===== src/sv/assert_macros.svh =====
// ----------------------------------------------------------------------------
// Assertion macros
// Shared concurrent assertion shorthands for the interpolator RTL.
// ----------------------------------------------------------------------------
`ifndef ASSERT_MACROS_SVH
`define ASSERT_MACROS_SVH
`ifndef SYNTH
// consequent must hold in the same cycle as the antecedent
`define ASSERT_IMPL(lbl, clk, rst_n, ante, cons) \
	lbl: assert property (@(posedge clk) disable iff (!rst_n) (ante) |-> (cons)) \
		else $error("assertion failed");
// expression must always hold
`define ASSERT_ALWAYS(lbl, clk, rst_n, expr) \
	lbl: assert property (@(posedge clk) disable iff (!rst_n) (expr)) \
		else $error("assertion failed");
`else
`define ASSERT_IMPL(lbl, clk, rst_n, ante, cons)
`define ASSERT_ALWAYS(lbl, clk, rst_n, expr)
`endif
`endif


===== src/sv/pli_pkg.sv =====
// ----------------------------------------------------------------------------
// pli_pkg
// Types and codes shared by the interpolator modules.
// ----------------------------------------------------------------------------
package pli_pkg;

	typedef enum logic [1:0] {
		REQ_LOAD  = 2'd0,
		REQ_QUERY = 2'd1,
		REQ_CLEAR = 2'd2,
		REQ_NONE  = 2'd3
	} req_t;

	typedef enum logic [2:0] {
		ST_OK      = 3'd0,
		ST_RANGE   = 3'd1,
		ST_INVALID = 3'd2,
		ST_FEW     = 3'd3,
		ST_FULL    = 3'd4
	} status_t;

	typedef enum logic [4:0] {
		S_IDLE,
		S_SRCH,
		S_SRCH_CMP,
		S_NBL,
		S_NBL_CMP,
		S_NBH,
		S_NBH_CMP,
		S_SHF,
		S_SHF_WR,
		S_QLO,
		S_QLO_CMP,
		S_QHI,
		S_QHI_CMP,
		S_MUL,
		S_DIVS,
		S_DIVW,
		S_SUM,
		S_RESP
	} state_t;

	localparam int unsigned DATA_W = 32;

endpackage


===== src/sv/pli_divider.sv =====
// ----------------------------------------------------------------------------
// pli_divider
// Serial restoring divider, 64-bit dividend by 32-bit divisor, one quotient
// bit per cycle. The dividend's upper word must be below the divisor.
// ----------------------------------------------------------------------------
module pli_divider import pli_pkg::*; (
	input  logic                clk,
	input  logic                arst_n,
	input  logic                start,
	input  logic [2*DATA_W-1:0] dividend,
	input  logic [DATA_W-1:0]   divisor,
	output logic                done,
	output logic [DATA_W-1:0]   quotient
);

	localparam int unsigned CNT_W = $clog2(DATA_W + 1);

	logic [DATA_W-1:0] rem_q;
	logic [DATA_W-1:0] quo_q;
	logic [DATA_W-1:0] div_q;
	logic [CNT_W-1:0]  cnt_q;
	logic              busy_q;
	logic              done_q;
	logic [DATA_W:0]   trial;
	logic [DATA_W:0]   diff;
	logic              take;

	// one restoring step
	always_comb begin
		trial = {rem_q, quo_q[DATA_W-1]};
		diff  = trial - {1'b0, div_q};
		take  = !diff[DATA_W];
	end

	// control
	always_ff @(posedge clk or negedge arst_n) begin
		if (!arst_n) begin
			busy_q <= 1'b0;
			done_q <= 1'b0;
			cnt_q  <= '0;
		end else begin
			done_q <= 1'b0;
			if (start) begin
				busy_q <= 1'b1;
				cnt_q  <= CNT_W'(DATA_W);
			end else if (busy_q) begin
				cnt_q <= cnt_q - 1'b1;
				if (cnt_q == CNT_W'(1)) begin
					busy_q <= 1'b0;
					done_q <= 1'b1;
				end
			end
		end
	end

	// datapath: shift remainder and quotient
	always_ff @(posedge clk) begin
		if (start) begin
			rem_q <= dividend[2*DATA_W-1:DATA_W];
			quo_q <= dividend[DATA_W-1:0];
			div_q <= divisor;
		end else if (busy_q) begin
			rem_q <= take ? diff[DATA_W-1:0] : trial[DATA_W-1:0];
			quo_q <= {quo_q[DATA_W-2:0], take};
		end
	end

	assign done     = done_q;
	assign quotient = quo_q;

endmodule


===== config.mk =====
export PLATFORM = sky130hd
export DESIGN_NAME = pli_divider
export DESIGN_NICKNAME = d
export VERILOG_FILES = /design/src/sv/assert_macros.svh /design/src/sv/pli_pkg.sv /design/src/sv/pli_divider.sv
export SDC_FILE = /design/constraint.sdc
export NUM_CORES = 1
export LEC_CHECK = 0
export BUFFER_PORTS_ARGS = -buffer_cell sky130_fd_sc_hd__buf_4
export CORE_MARGIN = 2
export CORE_UTILIZATION = 55
export CTS_CLUSTER_SIZE = 12
export DETAILED_ROUTE_END_ITERATION = 12
export GPL_TIMING_DRIVEN = 0
export PLACE_DENSITY = 0.85
export SYNTH_ARGS = -nofsm -noshare
export SYNTH_HDL_FRONTEND = slang
export SYNTH_SLANG_ARGS = --single-unit

===== constraint.sdc =====
create_clock -name clk -period 3.06 [get_ports clk]
set_input_delay 0.153 -clock clk [delete_from_list [all_inputs] [get_ports clk]]
set_output_delay 0.153 -clock clk [all_outputs]
set_load 0.005 [all_outputs]

==> After elaboration in Yosys (flattened, before gate mapping) <==
Index checks and enable logic that the tools add are counted.
{ "classes": {"n_div": 0, "bitwise": 0, "n_mul": 0, "eq_ne": 1, "n_reduce_logical": 2, "mux": 13, "order_cmp": 0, "n_addsub": 2, "shift": 0} }
{ "op_table": {"columns": ["cell", "n"], "rows": [
  ["2-to-1 mux 32 bit", 5],
  ["subtractor 33 x 32 -> 33 bit", 1],
  ["2-to-1 mux 6 bit", 2],
  ["equality test 6 x 1 -> 1 bit, second input constant", 1],
  ["2-to-1 mux 1 bit", 6],
  ["subtractor 6 x 1 -> 6 bit, second input constant", 1],
  ["nonzero test 2 bit", 1],
  ["zero test 1 bit", 1]
]} }
{ "totals": {"ff_bits": 104, "word_cells": 24, "rom_bits": 0, "output_inout_bits": 33, "n_memories": 0, "ramBits": 0, "latchBits": 0} }

==> Depth between registers and ports, before layout <==
Gate-level depths: netlist (run 1).
{ "depth": {"ltp_word": 4, "ltp_mapped": 13, "mapped_depth_nobuf": 12} }

==> Worst setup path after synthesis (run 1) <==
OpenSTA, ideal clock, no wires.
{ "synth_timing": {"kind": "flip-flop to flip-flop", "startpoint": "reg quo_q[31] (netlist: quotient[31])", "endpoint": "reg rem_q[5] (data pin)", "synth_period_minus_slack_ns": 2.849, "arrival_time_ns": 2.588, "required_ns": 2.799, "n_path_buf": 1, "slack_ns": 0.211, "stages_incl_launch_ff": 13, "path_cell_list": "edfxtp_1 -> inv_1 -> ha_1 -> fa_1 -> nor2b_1 -> o31a_1 -> o21ai_1 -> a211oi_2 -> o21ai_1 -> a21oi_2 -> nor2_8 -> buf_12 -> a221o_1"} }
{ "synth_via": {"elab_chain_len": 4} }
{ "synth_lines": {"columns": ["element", "line_no", "text"], "rows": [
  ["start: declaration", "pli_divider.sv:19", "logic [DATA_W-1:0] quo_q;"],
  ["start signal: assignment", "pli_divider.sv:60", "quo_q <= dividend[DATA_W-1:0];"],
  ["start signal: assignment", "pli_divider.sv:64", "quo_q <= {quo_q[DATA_W-2:0], take};"],
  ["subtractor 33 x 32 -> 33 bit", "pli_divider.sv:31", "diff = trial - {1'b0, div_q};"],
  ["2-to-1 mux 32 bit", "pli_divider.sv:63", "rem_q <= take ? diff[DATA_W-1:0] : trial[DATA_W-1:0];"],
  ["2-to-1 mux 32 bit", "pli_divider.sv:62", "end else if (busy_q) begin"],
  ["2-to-1 mux 32 bit", "pli_divider.sv:58", "if (start) begin"],
  ["end signal: assignment", "pli_divider.sv:59", "rem_q <= dividend[2*DATA_W-1:DATA_W];"],
  ["end signal: assignment", "pli_divider.sv:63", null],
  ["end: declaration", "pli_divider.sv:18", "logic [DATA_W-1:0] rem_q;"]
]} }
No other way between the ends. The select of a mux whose other input is x is not followed.
A chain may end at the register's enable or synchronous reset.

==> Final worst setup path (run 1) <==
{ "layout_timing": {"startpoint": "reg rem_q[23]", "endpoint": "reg rem_q[25] (data pin)"} }
{ "layout_via": {"elab_chain_len": 4} }
{ "layout_lines": {"columns": ["element", "line_no"], "rows": [
  ["subtractor 33 x 32 -> 33 bit", "pli_divider.sv:31"],
  ["2-to-1 mux 32 bit", "pli_divider.sv:63"],
  ["2-to-1 mux 32 bit", "pli_divider.sv:62"],
  ["2-to-1 mux 32 bit", "pli_divider.sv:58"]
]} }
No other way between the ends. The select of a mux whose other input is x is not followed.

==> results.md, run 1 <==
- Run status: finished, violations left
- Violated checks: negative setup slack
- Vias per cell: between 5 and 6
- Placement Rows: 38
- Average routed wire per standard cell: 18.26 µm
- Die Width: ~110 µm
- Count of inserted antenna diode cells: 0
- Ports: 132
- Number of global-route vias before repair: between 5,000 and 6,000
- Number of buffer cells added on primary ports: 131
- Share of the clock period used by the worst path: 1.013
- First-pass GRT wire length: ~26 mm
- Final Wtd Congestion: 0.9048
- Largest driver fanout on the critical path: 7
- Worst vdd rail ir drop: 0.0007169 V
- Pre-Repair DR Iteration Count: 6
- Commonest register cell after synthesis: sky130_fd_sc_hd__edfxtp_1
- Setup repair after global routing missed its margin: yes
- HPWL reported at the end of detailed placement: 11.03 mm
- Tmin final: 3.099 ns
- Leading area contributor after synthesis: sky130_fd_sc_hd__edfxtp_1
- Worst setup EP type: flop
- Hold wc startpoint: dividend[55]
- Initial cell density of the core: 0.5705
- Sinks on the clock net: 104
- Most used standard cell by instance count after synthesis: sky130_fd_sc_hd__edfxtp_1
- Max-Cap Viols: 0
- Endpoints failing hold: 0
- Iteration-0 DRC count of the detailed router: 366
- Pins Over Slew Limit: 0
- Clock latency of the later-clocked register in the worst-skew pair: 0.36 ns
- Pwr/cell area: ~950 mW/mm²
- Relative max-transition margin: 0.5342
- DIE HEIGHT: 110.7 µm
- Hold endpoint: rem_q[23]$_DFFE_PP_
- Deepest clock path buffer count: 2
- Final Worst Setup Slack: -0.03937 ns
- Number of library cell types mapped by synthesis: 58
- Share of flip-flops with an asynchronous set or reset after synthesis: 0.07692
- Core Footprint: 0.01098 mm²
- Post-synthesis average cell area: 11.03 µm²
- Sequential area share after synthesis: 0.4920
- Pin count of the biggest net entering global routing: 34
- Post-Route Skew: 0.007398 ns
- Hold WS: 0.06953 ns
- Utilization of the core after routing: 0.7767
- Pin slew with the least headroom to its limit: around 0.70 ns
- Remaining antenna violation count: 0
- Worst slack after detailed placement: -0.1790 ns
- Share of final-layout standard cells stronger than drive strength 1: 0.3181
- Max H-tree Level: 3
- Root Buffer: sky130_fd_sc_hd__clkbuf_16
- GRT Total Usage: 0.2624
- Synth Cell Area: 0.006266 mm²
- Final wirelength: 16.56 mm
- Area share of the largest cell type after synthesis: 0.4601
- Antenna violations before repair: 0
- Ys Warns: 0
- Cell count of the worst reg-to-reg path: 11
- Area added between synthesis and finish: 36.14%
- Timing startpoint of the critical path: rem_q[23]$_DFFE_PP_
- Crit path arrival time: around 3.2 ns
- Crit path required time: 3.15 ns
- Count of cells along the worst hold path: 3
- Top cells by instance count after synthesis: 96 x sky130_fd_sc_hd__edfxtp_1, 49 x sky130_fd_sc_hd__nand2_1, 43 x sky130_fd_sc_hd__a21oi_1
- Total CTS buffers: 9
- P_leak: 0.003701 µW
- Critical path type: reg -> reg
- Cells taking the most area after synthesis: sky130_fd_sc_hd__edfxtp_1 46%, sky130_fd_sc_hd__ha_1 6.8%, sky130_fd_sc_hd__mux2_2 5.9%, sky130_fd_sc_hd__mux2i_1 4.5%, sky130_fd_sc_hd__a21oi_1 3.4%
- Post-synth EDFFs: between 90 and 100
- Number of nets in the synthesized netlist: around 700
- Endpoints failing setup: 15
- CTS tree: done
- Grt total ovfl: 0
- Number of cells produced by synthesis: 568
- Total power after layout: 8091 µW
- Clock input transition at the sequential cells of the worst setup and hold paths: approximately 0.07 ns
- Post-detailed-route DRC marker count: 0
- Reg-to-reg critical path endpoint: rem_q[25]$_DFFE_PP_
- Net count, final: roughly 900
- Hold/Removal Path Class: in -> reg
- Layout filler cell count: 708
- Number of storage elements in the synthesis netlist: 104
- Die footprint: 0.01226 mm²
- Highest Clock Rate: 322.6 MHz
- Via count: 5,166
- Startpoint of the worst register-to-register path: rem_q[23]$_DFFE_PP_
- Register-to-register setup slack: -0.04 ns
- Critical path startpoint category: flop
## metal layers
metal | vias up | part of all wire | global-route usage
li1 | 2474 | - | -
met4 | 0 | 0.019 | 0.07417
met5 | - | 0 | 0
met2 | 199 | 0.51 | 0.4536
met1 | 2464 | 0.40 | 0.3111
met3 | 29 | 0.075 | 0.09131
## logic make-up after synthesis
kind of cell,Yosys count,share of synthesized area
adder cells (fa/ha/maj),35,0.07109
AND/OR/NAND/NOR,122,0.09465
multiplexers,61,0.1040
XOR/XNOR,32,0.04473
flip-flops,104,0.4920
buffers and inverters,68,0.04712
AO/OA/AOI/OAI,146,0.1464
## critical path, stage by stage, from the launching register on
cell	delay [ns]
sky130_fd_sc_hd__edfxtp_1	0.45
sky130_fd_sc_hd__ha_4	0.34
sky130_fd_sc_hd__and3_1	0.20
sky130_fd_sc_hd__and4_4	0.27
sky130_fd_sc_hd__nand3_2	0.13
sky130_fd_sc_hd__a2111oi_4	0.34
sky130_fd_sc_hd__o21ai_1	0.12
sky130_fd_sc_hd__a22o_4	0.27
sky130_fd_sc_hd__nor2_8	0.22
sky130_fd_sc_hd__buf_12	0.17
sky130_fd_sc_hd__mux2i_4	0.22
sky130_fd_sc_hd__o21ai_1	0.09
## stage by stage
| step | std cells | instance area, µm² | setup TNS (ns) |
|---|---|---|---|
| detailed placement | 840 | 7445 | -3.915 |
| global route | 907 | 8531 | -2.563 |
| global placement | 839 | 7425 | -44.48 |
| CTS | 899 | 8200 | -0.01369 |
| finish | 907 | 8531 | -0.2751 |
| floorplan | 568 | 6266 | 0 |
## report_power, final
part / switching (µW) / leakage (µW) / internal [µW] / total, µW
Clock: 551 / 0.000139 / 610 / 1160
Sequential: 254 / 0.00109 / 2020 / 2270
Combinational: 2340 / 0.00247 / 2320 / 4660
## repair_timing
action / 4_1_cts / 5_1_grt
endpoints found under the setup margin: 32 / 32
hold buffers: 33 / 0
resized for setup: 15 / 33
cloned: 0 / 4
pin swaps: 6 / 18
buffers inserted: 10 / 9
hold endpoints to repair: 40 / 0
## registers in the layout, indices dropped and copies added (netlist names)
signal and cells:
div_q 32, quotient 32, rem_q 32, cnt_q 6, busy_q 1, done 1
## final cells by class
class / count / area [µm²] / area share
flip-flops and latches: 104 / 3083 / 0.3614
clock buffers: 12 / 257.7 / 0.03021
inverters: 41 / 153.9 / 0.01804
clock inverters: 4 / 33.78 / 0.003960
multi-input cells: 397 / 3133 / 0.3673
plain buffers: 22 / 131.4 / 0.01540
repair buffers: 187 / 1563 / 0.1832
well taps: 140 / 175.2 / 0.02053
## how the worst max path moves through the flow
stage                                to  slack, ns
floorplan            rem_q[5]$_DFFE_PP_       0.21
global placement    rem_q[20]$_DFFE_PP_      -0.65
detailed placement  rem_q[25]$_DFFE_PP_      -0.18
CTS                 rem_q[25]$_DFFE_PP_      -0.01
global route        rem_q[25]$_DFFE_PP_      -0.15
finish              rem_q[25]$_DFFE_PP_      -0.04
## placed cells by master (no fill, tap or decap), types with 13 or more instances in the layout
| master | count |
|---|---|
| sky130_fd_sc_hd__a21oi_1 | 41 |
| sky130_fd_sc_hd__mux2i_1 | 25 |
| sky130_fd_sc_hd__xor2_1 | 13 |
| sky130_fd_sc_hd__xnor2_1 | 19 |
| sky130_fd_sc_hd__clkbuf_1 | 20 |
| sky130_fd_sc_hd__edfxtp_1 | 96 |
| sky130_fd_sc_hd__dlygate4sd3_1 | 33 |
| sky130_fd_sc_hd__nand2_1 | 49 |
| sky130_fd_sc_hd__o21ai_0 | 15 |
| sky130_fd_sc_hd__mux2_2 | 31 |
| sky130_fd_sc_hd__nor2_1 | 23 |
| sky130_fd_sc_hd__ha_1 | 25 |
| sky130_fd_sc_hd__inv_1 | 38 |
| sky130_fd_sc_hd__clkbuf_16 | 13 |
| sky130_fd_sc_hd__o21ai_1 | 27 |
| sky130_fd_sc_hd__a21o_1 | 15 |
| sky130_fd_sc_hd__buf_4 | 147 |
Note: power is estimated with default switching activity, not from simulation.
==> inputs of run 2 (changes only) <==
- CORE_ASPECT_RATIO: not set -> 0.6
==> run 2 against run 1 <==
  * The run still ends with negative setup slack left
  * Final cell count shrank 0.11%
  * Sequential share of layout area grew 0.65 points
  * Core utilization shrank 2.7 points
  * Sequential cell count is the same
  * Setup slack lost 0.015 ns
  * Register-to-register slack is essentially flat
  * Clock skew grew 0.0046 ns
  * Maximum frequency shrank 0.48%
  * Global-route usage grew 2.5 points
  * Sequential power is essentially flat
  * Critical path type unchanged
==> results.md, run 2 (same netlist as run 1, synthesis figures left out) <==
- Dpl cell area: 0.007450 mm² (about the same)
- Die footprint: 0.01229 mm² (+0.23%)
- Most frequent cells in the layout: 148 x sky130_fd_sc_hd__buf_4, 96 x sky130_fd_sc_hd__edfxtp_1, 49 x sky130_fd_sc_hd__nand2_1
- Hold/Removal Path Class: in -> reg
- GRT Total Usage: 0.2870 (+0.02459)
- Initial cell density of the core: 0.5602 (-0.01034)
- Total power after layout: 7932 µW (-2.0%)
- Number of global-route vias before repair: 5,442 (+2.4%)
- Remaining antenna violation count: 0 (unchanged)
- Cells after DPL: 844 (+0.48%)
- Most common library cell in the layout ignoring fill and taps: sky130_fd_sc_hd__buf_4
- Iteration-0 DRC count of the detailed router: 594 (+62%)
- Sinks on the clock net: 104 (unchanged)
- Via count: 5,363 (+3.8%)
- Largest driver fanout on the critical path: 9 (+2)
- Critical path startpoint category: flop
- Total CTS buffers: 9 (unchanged)
- Startpoint of the worst register-to-register path: rem_q[15]$_DFFE_PP_
- Core Footprint: 0.01119 mm² (+1.8%)
- Pwr/cell area: 946.5 mW/mm² (-0.21%)
- Highest Clock Rate: 321.1 MHz (-0.48%)
- Grt total ovfl: 0 (unchanged)
- Worst vdd rail ir drop: 0.0004591 V (-36%)
- Pin count of the biggest net entering global routing: 39 (+15%)
- Final wirelength: 17.46 mm (+5.4%)
- Tmin final: 3.114 ns (+0.01499 ns)
- First-pass GRT wire length: 27.23 mm (+5.0%)
- Area of all placed cells without fillers: 0.008381 mm² (-1.8%)
- Ports: 132 (unchanged)
- Total negative slack: -0.2409 ns (+0.03429 ns)
- P_leak: 0.003665 µW (-0.97%)
- Cell count of the worst reg-to-reg path: 10 (-1)
- Pre-Repair DR Iteration Count: 6 (unchanged)
- Final Worst Setup Slack: -0.05436 ns (-0.01499 ns)
- Placement Rows: 30 (-21%)
- Post-Route Skew: 0.01198 ns (+0.004583 ns)
- Average routed wire per standard cell: 19.27 µm (+5.5%)
- Net count, final: 891 (-0.56%)
- Crit path arrival time: 3.22 ns (+0.03 ns)
- Worst setup EP type: flop
- Timing startpoint of the critical path: rem_q[15]$_DFFE_PP_
- Endpoint of the most critical setup path: rem_q[25]$_DFFE_PP_
- Final Wtd Congestion: 0.9428 (+4.2%)
- HPWL reported at the end of detailed placement: 11.87 mm (+7.6%)
- Count of inserted antenna diode cells: 0 (unchanged)
- Vias per cell: 5.919 (+3.9%)
- DIE HEIGHT: 86.68 µm (-22%)
- Endpoints failing hold: 0 (unchanged)
- Die Width: 141.8 µm (+28%)
- Deepest clock path buffer count: 2 (unchanged)
- Antenna violations before repair: 0 (unchanged)
- Clock latency of the later-clocked register in the worst-skew pair: 0.36 ns (about the same)
- Area added between synthesis and finish: 33.75%
- Crit path required time: 3.16 ns (about the same)
- Filler-free cell count of the finished design: 906 (-0.11%)
- Root Buffer: sky130_fd_sc_hd__clkbuf_16
- Share of the clock period used by the worst path: 1.018 (+0.004899)
- Relative max-transition margin: 0.5568 (+0.02264)
- Worst slack after detailed placement: -0.3105 ns (-0.1315 ns)
- Share of final-layout standard cells stronger than drive strength 1: 0.3071 (-0.01104)
- Violated checks: negative setup slack
- CTS tree: done
- Number of buffer cells added on primary ports: 131 (unchanged)
- Max-Cap Viols: 0 (unchanged)
- Clock input transition at the sequential cells of the worst setup and hold paths: 0.08 ns (about the same)
- Pin slew with the least headroom to its limit: 0.6648 ns (-0.03294 ns)
- Reg-to-reg critical path endpoint: rem_q[25]$_DFFE_PP_
- Pins Over Slew Limit: 0 (unchanged)
- Setup repair after global routing missed its margin: yes
- Register-to-register setup slack: -0.05 ns (about the same)
- Max H-tree Level: 3 (unchanged)
- Run status: finished, violations left
- Critical path type: reg -> reg
- Endpoints failing setup: 10 (-5)
- Post-detailed-route DRC marker count: 0 (unchanged)
run 2: how the worst min path moves through the flow:
| stage | cells past startpoint | to | slack, ns | start |
|---|---|---|---|---|
| floorplan | 0 | busy_q$_DFF_PN0_ | -0.14 | arst_n |
| global placement | 1 | done$_DFF_PN0_ | -0.03 | arst_n |
| detailed placement | 1 | done$_DFF_PN0_ | -0.02 | arst_n |
| CTS | 3 | rem_q[29]$_DFFE_PP_ | 0.07 | dividend[61] |
| global route | 2 | quotient[0]$_DFFE_PP_ | 0.08 | dividend[0] |
| finish | 3 | rem_q[26]$_DFFE_PP_ | 0.08 | dividend[58] |
run 2: routing by layer:
layer  wire [µm]  track usage  vias up
li1            -            -     2468
met1        7332       0.3747     2547
met2        8072       0.4766      301
met3        1684      0.08011       47
met4         368      0.07455        0
met5           0      0.02429        -
run 2: through the flow:
| stage | utilization | hold WS [ns] |
|---|---|---|
| floorplan | - | -0.1426 |
| global route | 0.7492 | 0.07969 |
| finish | 0.7492 | 0.07652 |
| CTS | 0.7424 | 0.06851 |
| global placement | 0.6642 | -0.02514 |
| detailed placement | 0.6660 | -0.02051 |
run 2: critical path: stages, from the launching register on:
cell and delay, ns:
sky130_fd_sc_hd__edfxtp_1 0.42, sky130_fd_sc_hd__ha_1 0.31, sky130_fd_sc_hd__clkbuf_1 0.22, sky130_fd_sc_hd__a21oi_1 0.28
sky130_fd_sc_hd__o21ai_0 0.17, sky130_fd_sc_hd__or2_2 0.36, sky130_fd_sc_hd__o31ai_4 0.39, sky130_fd_sc_hd__o21ai_0 0.23
sky130_fd_sc_hd__xor2_1 0.21, sky130_fd_sc_hd__mux2i_4 0.19, sky130_fd_sc_hd__o21ai_1 0.08
run 2: report_power, final:
group | leakage, µW | internal (µW) | switching [µW]
Sequential | 0.00109 | 2020 | 250
Clock | 0.000158 | 663 | 599
Combinational | 0.00241 | 2070 | 2330
Total | 0.00366 | 4750 | 3180
run 2: layout make-up:
type	count	area, µm²
clock buffers	9	225.2
well taps	144	180.2
clock inverters	7	100.1
inverters	41	153.9
fillers	719	2805
multi-input cells	396	3027
plain buffers	21	127.6
repair buffers	184	1484
flip-flops and latches	104	3083
run 2: timing repair:
action | 4_1_cts | 5_1_grt
pin swaps | 8 | 8
buffers inserted | 10 | 9
hold buffers | 33 | 0
endpoints found under the hold margin | 40 | 0
resized for setup | 24 | 10
endpoints found under the setup margin | 33 | 33
